<file path="src/hw/rtl/cflw_pkg.sv">
// Shared types and constants of the complement frame checker with link watch.
package cflw_pkg;

    // Item kinds carried on the input tuser
    localparam logic FUNC_BYTE = 1'b0;
    localparam logic FUNC_TICK = 1'b1;

    localparam int COUNT_W = 7;
    localparam logic [COUNT_W-1:0] COUNT_MAX = 7'h7f;
    localparam logic [7:0] CHECK_BIAS = 8'h5a;
    localparam logic [7:0] TIMEOUT_RESET = 8'd120;
    localparam logic [7:0] SILENCE_MAX = 8'hff;

    // One result item
    typedef struct packed {
        logic       frame_done;
        logic       frame_ok;
        logic [6:0] display_version;
        logic       display_fault;
        logic [7:0] key_code;
        logic [7:0] miss_count;
        logic       link_lost;
    } result_t;

endpackage

</file>
<file path="src/hw/rtl/complement_frame_checker_link_watch_top.sv">
// Top level of the complement frame checker with link watch.
//
// Input stream (s_): one item per handshake. s_tuser is the kind (0 = received
// byte, 1 = one-second tick), s_tdata the received byte, s_tlast the end of
// a frame. Each accepted item gives exactly one result item on m_.
// Result stream (m_): m_tlast says the item closed a frame, m_tuser that the
// frame passed its length, checksum and complement checks; m_tdata carries
// the version, fault bit, key code, miss count and link_lost state after the
// item has been applied.
// Each accepted item's result is registered (result or skid register); one item
// per cycle while s_tready is high, set by the single state update per item.
// A two-entry output stage (result register plus skid register) keeps input
// accepted while a result waits; s_tready drops only when both are full.
// The cfg channel writes the link timeout in seconds; cfg_ready is always high.
// Reset (aresetn low, synchronous) empties the output stage, restarts frame
// reception, clears all counters and sets the timeout to 120 seconds.
module complement_frame_checker_link_watch_top #(
    parameter int HALF_LEN = 2
) (
    input  logic        aclk,
    input  logic        aresetn,
    // Configuration write
    input  logic        cfg_valid,
    output logic        cfg_ready,
    input  logic [7:0]  cfg_data,
    // Input stream
    input  logic        s_tvalid,
    output logic        s_tready,
    input  logic [7:0]  s_tdata,   // [7:0] rx_byte
    input  logic        s_tlast,   // last_byte
    input  logic        s_tuser,   // func
    // Result stream
    output logic        m_tvalid,
    input  logic        m_tready,
    output logic [31:0] m_tdata,   // [6:0] display_version, [7] display_fault,
                                   // [15:8] key_code, [23:16] miss_count,
                                   // [24] link_lost, [31:25] zero
    output logic        m_tlast,   // frame_done
    output logic        m_tuser    // frame_ok
);

    cflw_pkg::result_t new_res;
    cflw_pkg::result_t out_reg, out_next;
    cflw_pkg::result_t skid_reg, skid_next;
    logic              out_valid_reg, out_valid_next;
    logic              skid_valid_reg, skid_valid_next;
    logic              in_accept, out_take;

    assign cfg_ready = 1'b1;
    assign s_tready  = !skid_valid_reg;
    assign in_accept = s_tvalid && s_tready;
    assign out_take  = out_valid_reg && m_tready;

    cflw_core #(
        .HALF_LEN(HALF_LEN)
    ) u_core (
        .aclk        (aclk),
        .aresetn     (aresetn),
        .cfg_we      (cfg_valid),
        .cfg_data    (cfg_data),
        .in_accept   (in_accept),
        .in_func     (s_tuser),
        .in_rx_byte  (s_tdata),
        .in_last_byte(s_tlast),
        .result      (new_res)
    );

    // Advance the output stage: skid drains first, new items fill the free slot
    always_comb begin
        out_next        = out_reg;
        skid_next       = skid_reg;
        out_valid_next  = out_valid_reg;
        skid_valid_next = skid_valid_reg;
        if (skid_valid_reg) begin
            if (out_take) begin
                out_next        = skid_reg;
                skid_valid_next = 1'b0;
            end
        end else if (in_accept) begin
            if (!out_valid_reg || out_take) begin
                out_next       = new_res;
                out_valid_next = 1'b1;
            end else begin
                skid_next       = new_res;
                skid_valid_next = 1'b1;
            end
        end else if (out_take) begin
            out_valid_next = 1'b0;
        end
    end

    // Hold valid flags
    always_ff @(posedge aclk) begin
        if (!aresetn) begin
            out_valid_reg  <= 1'b0;
            skid_valid_reg <= 1'b0;
        end else begin
            out_valid_reg  <= out_valid_next;
            skid_valid_reg <= skid_valid_next;
        end
    end

    // Hold payloads
    always_ff @(posedge aclk) begin
        out_reg  <= out_next;
        skid_reg <= skid_next;
    end

    assign m_tvalid = out_valid_reg;
    assign m_tlast  = out_reg.frame_done;
    assign m_tuser  = out_reg.frame_ok;
    assign m_tdata  = {7'b0, out_reg.link_lost, out_reg.miss_count, out_reg.key_code,
                       out_reg.display_fault, out_reg.display_version};

endmodule

</file>
<file path="src/hw/rtl/cflw_core.sv">
// Frame checking state, link watch counters and per-item result logic.
module cflw_core #(
    parameter int HALF_LEN = 2
) (
    input  logic             aclk,
    input  logic             aresetn,
    input  logic             cfg_we,
    input  logic [7:0]       cfg_data,
    input  logic             in_accept,
    input  logic             in_func,
    input  logic [7:0]       in_rx_byte,
    input  logic             in_last_byte,
    output cflw_pkg::result_t result
);

    localparam logic [cflw_pkg::COUNT_W-1:0] HALF_POS  = cflw_pkg::COUNT_W'(HALF_LEN);
    localparam logic [cflw_pkg::COUNT_W-1:0] CHECK_POS = cflw_pkg::COUNT_W'(2 * HALF_LEN);
    localparam logic [7:0] CHECK_SEED = 8'((2 * HALF_LEN + int'(cflw_pkg::CHECK_BIAS)) % 256);

    logic [7:0]                   timeout_reg;
    logic [cflw_pkg::COUNT_W-1:0] count_reg, count_next;
    logic [7:0]                   check_reg, check_next;
    logic [7:0]                   half_reg [HALF_LEN];
    logic                         comp_good_reg, comp_good_next;
    logic [7:0]                   silence_reg, silence_next;
    logic                         lost_reg, lost_next;
    logic [6:0]                   version_reg, version_next;
    logic                         fault_reg, fault_next;
    logic [7:0]                   key_reg, key_next;
    logic [7:0]                   miss_reg, miss_next;
    logic                         in_first_half, in_second_half, at_check;
    logic                         half_shift;
    logic [7:0]                   shift_in;
    logic                         frame_good, done, ok;

    assign in_first_half  = (count_reg < HALF_POS);
    assign in_second_half = !in_first_half && (count_reg < CHECK_POS);
    assign at_check       = (count_reg == CHECK_POS);

    // Data bytes shift in; during the complement half the store rotates so that
    // the byte to compare sits at entry 0 and the order is restored at the end.
    assign half_shift = in_accept && (in_func == cflw_pkg::FUNC_BYTE)
                        && (in_first_half || in_second_half);
    assign shift_in   = in_first_half ? in_rx_byte : half_reg[0];

    assign frame_good = at_check && (in_rx_byte == check_reg) && comp_good_reg;

    // Next state for one item
    always_comb begin
        count_next     = count_reg;
        check_next     = check_reg;
        comp_good_next = comp_good_reg;
        silence_next   = silence_reg;
        lost_next      = lost_reg;
        version_next   = version_reg;
        fault_next     = fault_reg;
        key_next       = key_reg;
        miss_next      = miss_reg;
        done           = 1'b0;
        ok             = 1'b0;
        if (in_func == cflw_pkg::FUNC_TICK) begin
            if (silence_reg != cflw_pkg::SILENCE_MAX) begin
                silence_next = silence_reg + 8'd1;
            end
            lost_next = (silence_next >= timeout_reg);
        end else begin
            if (in_first_half || in_second_half) begin
                check_next = check_reg - in_rx_byte;
            end
            if (in_second_half && (~in_rx_byte != half_reg[0])) begin
                comp_good_next = 1'b0;
            end
            if (count_reg != cflw_pkg::COUNT_MAX) begin
                count_next = count_reg + 1'b1;
            end
            if (in_last_byte) begin
                done = 1'b1;
                if (frame_good) begin
                    ok           = 1'b1;
                    version_next = half_reg[0][6:0];
                    fault_next   = half_reg[0][7];
                    key_next     = half_reg[1];
                    silence_next = '0;
                end else begin
                    miss_next = miss_reg + 8'd1;
                end
                count_next     = '0;
                check_next     = CHECK_SEED;
                comp_good_next = 1'b1;
            end
        end
    end

    assign result = '{
        frame_done:      done,
        frame_ok:        ok,
        display_version: version_next,
        display_fault:   fault_next,
        key_code:        key_next,
        miss_count:      miss_next,
        link_lost:       lost_next
    };

    // Hold control state and counters
    always_ff @(posedge aclk) begin
        if (!aresetn) begin
            timeout_reg   <= cflw_pkg::TIMEOUT_RESET;
            count_reg     <= '0;
            check_reg     <= CHECK_SEED;
            comp_good_reg <= 1'b1;
            silence_reg   <= '0;
            lost_reg      <= 1'b0;
            version_reg   <= '0;
            fault_reg     <= 1'b0;
            key_reg       <= '0;
            miss_reg      <= '0;
        end else begin
            if (cfg_we) begin
                timeout_reg <= cfg_data;
            end
            if (in_accept) begin
                count_reg     <= count_next;
                check_reg     <= check_next;
                comp_good_reg <= comp_good_next;
                silence_reg   <= silence_next;
                lost_reg      <= lost_next;
                version_reg   <= version_next;
                fault_reg     <= fault_next;
                key_reg       <= key_next;
                miss_reg      <= miss_next;
            end
        end
    end

    // Data byte store, shift line with no reset
    always_ff @(posedge aclk) begin
        if (half_shift) begin
            for (int i = 0; i < HALF_LEN - 1; i++) begin
                half_reg[i] <= half_reg[i+1];
            end
            half_reg[HALF_LEN-1] <= shift_in;
        end
    end

endmodule

</file>
<file path="config.mk">
export PLATFORM = sky130hd
export DESIGN_NAME = complement_frame_checker_link_watch_top
export DESIGN_NICKNAME = d
export VERILOG_FILES = /design/src/hw/rtl/cflw_pkg.sv /design/src/hw/rtl/complement_frame_checker_link_watch_top.sv /design/src/hw/rtl/cflw_core.sv
export SDC_FILE = /design/constraint.sdc
export NUM_CORES = 1
export LEC_CHECK = 0
export ABC_AREA = 1
export BUFFER_PORTS_ARGS = -buffer_cell sky130_fd_sc_hd__buf_2
export CORE_MARGIN = 3
export CORE_UTILIZATION = 30
export DETAILED_ROUTE_END_ITERATION = 6
export SLEW_MARGIN = 40
export SYNTH_ARGS = -nofsm -noshare
export SYNTH_HDL_FRONTEND = slang
export SYNTH_SLANG_ARGS = --single-unit
</file>
<file path="constraint.sdc">
create_clock -name aclk -period 2.2 [get_ports aclk]
set_input_delay 0.44 -clock aclk [delete_from_list [all_inputs] [get_ports aclk]]
set_output_delay 0.44 -clock aclk [all_outputs]
set_load 0.005 [all_outputs]
</file>
# ---- Word-level counts from Yosys, hierarchy flattened
# Memories as Yosys holds them, arrays and structs flattened.
# Index checks and enable logic that the tools add are counted.
dict set report word_totals {
  reg_bits 113
  ram_bits 16
  wordCells 116
  n_memories 1
}
dict set report classes {
  n_addsub 4
  magnitude_cmp 3
  n_eq_ne 7
  mux 43
  bitwise 4
  reduce_logical 28
}
# name depth width rd rd_ports_with_merged_regs wr line_no
set mem_list {}
lappend mem_list {u_core.half_reg 2 8 2 0 2 cflw_core.sv:23} ;# logic [7:0] half_reg [HALF_LEN];
# operator count
set op_table {}
lappend op_table {{two-way mux 8 bit} 14}
lappend op_table {{two-way mux 27 bit} 4}
lappend op_table {{two-way mux 7 bit} 5}
lappend op_table {{AND reduction 3 bit} 7}
lappend op_table {{two-way mux 1 bit} 20}
lappend op_table {{adder 8 x 1 -> 8 bit, second input constant} 2}
lappend op_table {{nonzero test 2 bit} 8}
lappend op_table {{== test 8 bit} 1}
lappend op_table {{greater-or-equal comparator 8 bit} 1}
lappend op_table {{logical AND 1 bit} 8}
lappend op_table {{!= test 8 bit} 1}
lappend op_table {{!= test 8 bit, second input constant} 1}
lappend op_table {{NOT 8 bit} 1}
lappend op_table {{subtractor 8 bit} 1}
lappend op_table {{adder 7 x 1 -> 7 bit, second input constant} 1}
lappend op_table {{== test 7 x 3 -> 1 bit, second input constant} 1}
lappend op_table {{less-than comparator 7 x 2 -> 1 bit, second input constant} 1}
lappend op_table {{less-than comparator 7 x 3 -> 1 bit, second input constant} 1}
lappend op_table {{!= test 7 bit, second input constant} 1}
lappend op_table {{zero test 1 bit} 3}
lappend op_table {{NOT 1 bit} 3}
lappend op_table {{logical OR 1 bit} 2}
lappend op_table {{!= test 2 x 1 -> 1 bit, second input constant} 1}
lappend op_table {{!= test 2 bit, second input constant} 1}

# ---- Depth between registers and ports, before layout
dict set report logic_depth {
  ltp_word 9
  mapped_depth 17
  depth_no_buf 17
}

# ---- Modules after synthesis
# From an unflattened synthesis, not the netlist that was laid out.
dict set report unflattened {
  hier_cells 792
  area_unflattened_um2 6535.0
}
# mod instances cells_each area_per_inst_um2
set modules_own_cells {}
lappend modules_own_cells {cflw_core 1 620 4379.2}
lappend modules_own_cells {complement_frame_checker_link_watch_top 1 172 2155.8}

# ---- Least setup slack after synthesis
# No wires, ideal clock.
dict set report synth_timing {
  path_kind {in2reg}
  start {input port s_tvalid}
  end {register out_reg (netlist bit m_tdata[0]) (enable)}
  setup_time_ns 0.411
  arrival_ns 1.946
  required_ns 1.789
  path_slack_ns -0.157
  cell_stages 5
  cell_sequence {nand2_1 > buf_2 > inv_1 > a21oi_1 > nor2_1}
}
dict set report synth_via {
  elab_chain_len 3
}
# element line_no
set synth_rtl {}
lappend synth_rtl {{from (decl)} complement_frame_checker_link_watch_top.sv:27} ;# input logic s_tvalid,
lappend synth_rtl {{logical AND 1 bit} complement_frame_checker_link_watch_top.sv:51} ;# assign in_accept = s_tvalid && s_tready;
lappend synth_rtl {{nonzero test 2 bit (no line)} n/a}
lappend synth_rtl {{AND reduction 3 bit (no line)} n/a}
lappend synth_rtl {{to (signal assigned)} complement_frame_checker_link_watch_top.sv:105} ;# out_reg <= out_next;
lappend synth_rtl {{to (decl)} complement_frame_checker_link_watch_top.sv:43} ;# cflw_pkg::result_t out_reg, out_next;
# No other way between the ends.
# A chain may end at the register's enable or synchronous reset.

==> impl_metrics.tcl <==
set metrics [dict create \
    syn_area_per_cell_um2 8.89 \
    synth_top_area_share_pct 34.4 \
    multi_input_area_um2 2410 \
    antenna_cells 0 \
    fp.coreArea_um2 19700 \
    ir_drop_mv 0.565 \
    clkPwrFrac_pct 44.1 \
    clk_pin_slew_ps 60 \
    ys_seq_area_share_pct 53.8 \
    grt_pass1_vias 4297 \
    cts_root_buffer "clkbuf_16" \
    setup_ws_ps -112 \
    die_h_um 149 \
    nNetsFinal 826 \
    wl_mm 12.6 \
    layout.area.seq_um2 3290 \
    first_pass_iters 4 \
    fp.dieArea_um2 22100 \
    final_util_pct 38.7 \
    cp.arrival_ps 2470 \
    cts.sinks 129 \
    p_leak_nw 3.48 \
    tightest_slew_ps 677 \
    clock_path_buffers 2 \
    num-fill-cells 1973 \
    tritoncts "done" \
    grt_pass1_wl_mm 20.9 \
    largest_reg_flops 27 \
    cts.htree.levels 4 \
    grt_use_total_pct 11.9 \
    cp.required_ps 2350 \
    synth_cell_types 41 \
    gp_routability_congestion 0.868 \
    ys_ff_latch 129 \
    hp-class "in2reg" \
    crit_path_start_kind "register" \
    synth_cells 687 \
    vias 4625 \
    cts_buffers 17 \
    finalHoldViolations 0 \
    start_util_pct 31.0 \
    p_comb_share_pct 10.3 \
    vias_per_cell 4.35 \
    skew_ps 15.2 \
    ctsHoldBuffers 0 \
    clk-insertion-delay-late_ps 420 \
    status "finished with violations" \
    routedWlPerCell_um 11.9 \
    antenna_found_initial 3 \
    violations "negative setup slack" \
    hold_slack_ps 238 \
    p_seq_share_pct 45.6 \
    path_class "reg2reg" \
    cap_viol_max_count 0 \
    powerDensity_nw_per_um2 790 \
    path_max_fanout 6 \
    rows 51 \
    ioPinCount 60 \
    drive_gt1_share_pct 22.5 \
    fp.dieW_um 149 \
    fmax_mhz 433 \
    end_kind "register" \
    synth_edf_count 70 \
    grt_start_max_net_pins 34 \
    ys_async_sr_fraction_pct 0 \
    slew_violations 0 \
    power_switching_share_pct 25.2 \
    slew_headroom_pct 54.7 \
    overflow 0 \
    internal_power_w 0.00452 \
    ant_nets 0 \
    synth_largest_area_cell "edfxtp_1" \
    dp_slack_ps -145 \
    synthFlopType "edfxtp_1" \
    setup_violations 3 \
    rsz0062_at_grt "true" \
    dp_hpwl_mm 9.13 \
    drc 0 \
    post-route-period-util_pct 105 \
    portBuffers 51 \
    syn_to_final_growth_pct 25.1 \
    synth_area_um2 6110 \
    drt_iter0_markers 202 \
    synth_area_leaders "edfxtp_1 (34%), dfxtp_1 (19%), nand2_1 (11%)" \
    p_switching_w 0.00152 \
    yosys_warnings 0 \
    finalCriticalPeriod_ps 2310 \
]
final cells by class:
class	count	share of cell area, %
Timing Repair Buffer	101	8.96
Multi-Input combinational cell	437	31.5
Inverter	98	4.81
Clock inverter	14	1.70
Tap cell	265	4.34
Clock buffer	18	5.62
Sequential cell	129	43.0
worst max-delay path, cell delays in order, from the launching register on:
cell and delay, ps:
dfxtp_2 350, ha_4 150, nand2_4 60, nor3_4 230, nand3_4 140, nand3_2 80
o21a_1 170, ha_4 220, a21oi_2 140, nor2_1 70, a211oi_2 160, nand3_1 130
nand2_2 90, a31oi_1 70
final timing paths:
| check | start | to | slack (ps) | depth (start not counted) |
|---|---|---|---|---|
| min reg2reg | u_core.half_reg[0][14] | u_core.half_reg[0][6] | 450 | 0 |
| max | u_core.silence_reg[0] | m_tdata[24] | -110 | 13 |
| min | cfg_data[5] | u_core.timeout_reg[5] | 240 | 3 |
| max reg2reg | u_core.silence_reg[0] | m_tdata[24] | -110 | 13 |
what timing repair did:
action | in CTS | in global routing
setup endpoints to repair | 3 | 4
buffers inserted | 8 | 2
resized for setup | 2 | 13
pin swaps | 10 | 6
power groups by stage:
stage / Sequential (W) / Combinational, W / Clock, W
2_1_floorplan: 0.00280 / 0.000399 / 0
3_3_place_gp: 0.00280 / 0.000612 / 0
4_1_cts: 0.00275 / 0.000624 / 0.00274
6_report: 0.00275 / 0.000620 / 0.00266
3_5_place_dp: 0.00280 / 0.000622 / 0
5_1_grt: 0.00276 / 0.000722 / 0.00284
routing by layer:
metal  routed length (um)  GRT usage, %
met5                   28             0
met4                  139          5.03
met3                  666          3.47
met2                 5710          17.8
met1                 6090          16.2
cell usage in the layout (no fill, tap or decap), drive strengths merged:
cell,count
clkbuf,18
nor3,3
clkinv,6
fa,1
xor2,18
nand3,24
xnor2,2
edfxtp,70
a31oi,3
conb,8
a21oi,58
buf,101
o21bai,1
inv,103
dfxtp,59
or2,1
nand4,7
ha,18
o22ai,1
nand2,173
a21o,1
nor2,36
nand3b,2
o211ai,2
clkinvlp,2
bufinv,1
o21a,1
mux2,2
nor3b,1
a211oi,4
o21ai,70
kinds of logic (layout without fill, tap and decap cells):
logic type	after synthesis	count (layout)	share of synthesized area [%]
and+or+nand+nor	247	247	17.1
AOI/OAI and AO/OA	141	141	13.1
DFF	129	129	53.8
buffers and inverters	127	231	8.71
xor gates and xnor gates	20	20	2.87
adders and majority gates	19	19	4.02
other	2	8	0.123
muxes	2	2	0.369
synthesized netlist by cell type, drive strengths merged (3+ instances only):
cell / count
clkbuf: 13
o21ai: 70
nor2: 36
nand2: 173
a31oi: 3
edfxtp: 70
inv: 97
dfxtp: 59
ha: 18
a21oi: 58
xor2: 18
nor3: 3
a211oi: 4
nand4: 7
buf: 16
nand3: 24
stage by stage:
| stage | cells | TNS, ps | power (W) | area, um2 |
|---|---|---|---|---|
| 2_1_floorplan | 693 | -77.5 | 0.00320 | 6170 |
| 3_3_place_gp | 1022 | -149 | 0.00341 | 6960 |
| 3_5_place_dp | 1022 | -358 | 0.00342 | 6960 |
| 4_1_cts | 1062 | -184 | 0.00612 | 7580 |
| 5_1_grt | 1062 | -601 | 0.00633 | 7640 |
| 6_report | 1062 | -253 | 0.00603 | 7640 |
Power figures use the tool's default switching activity.
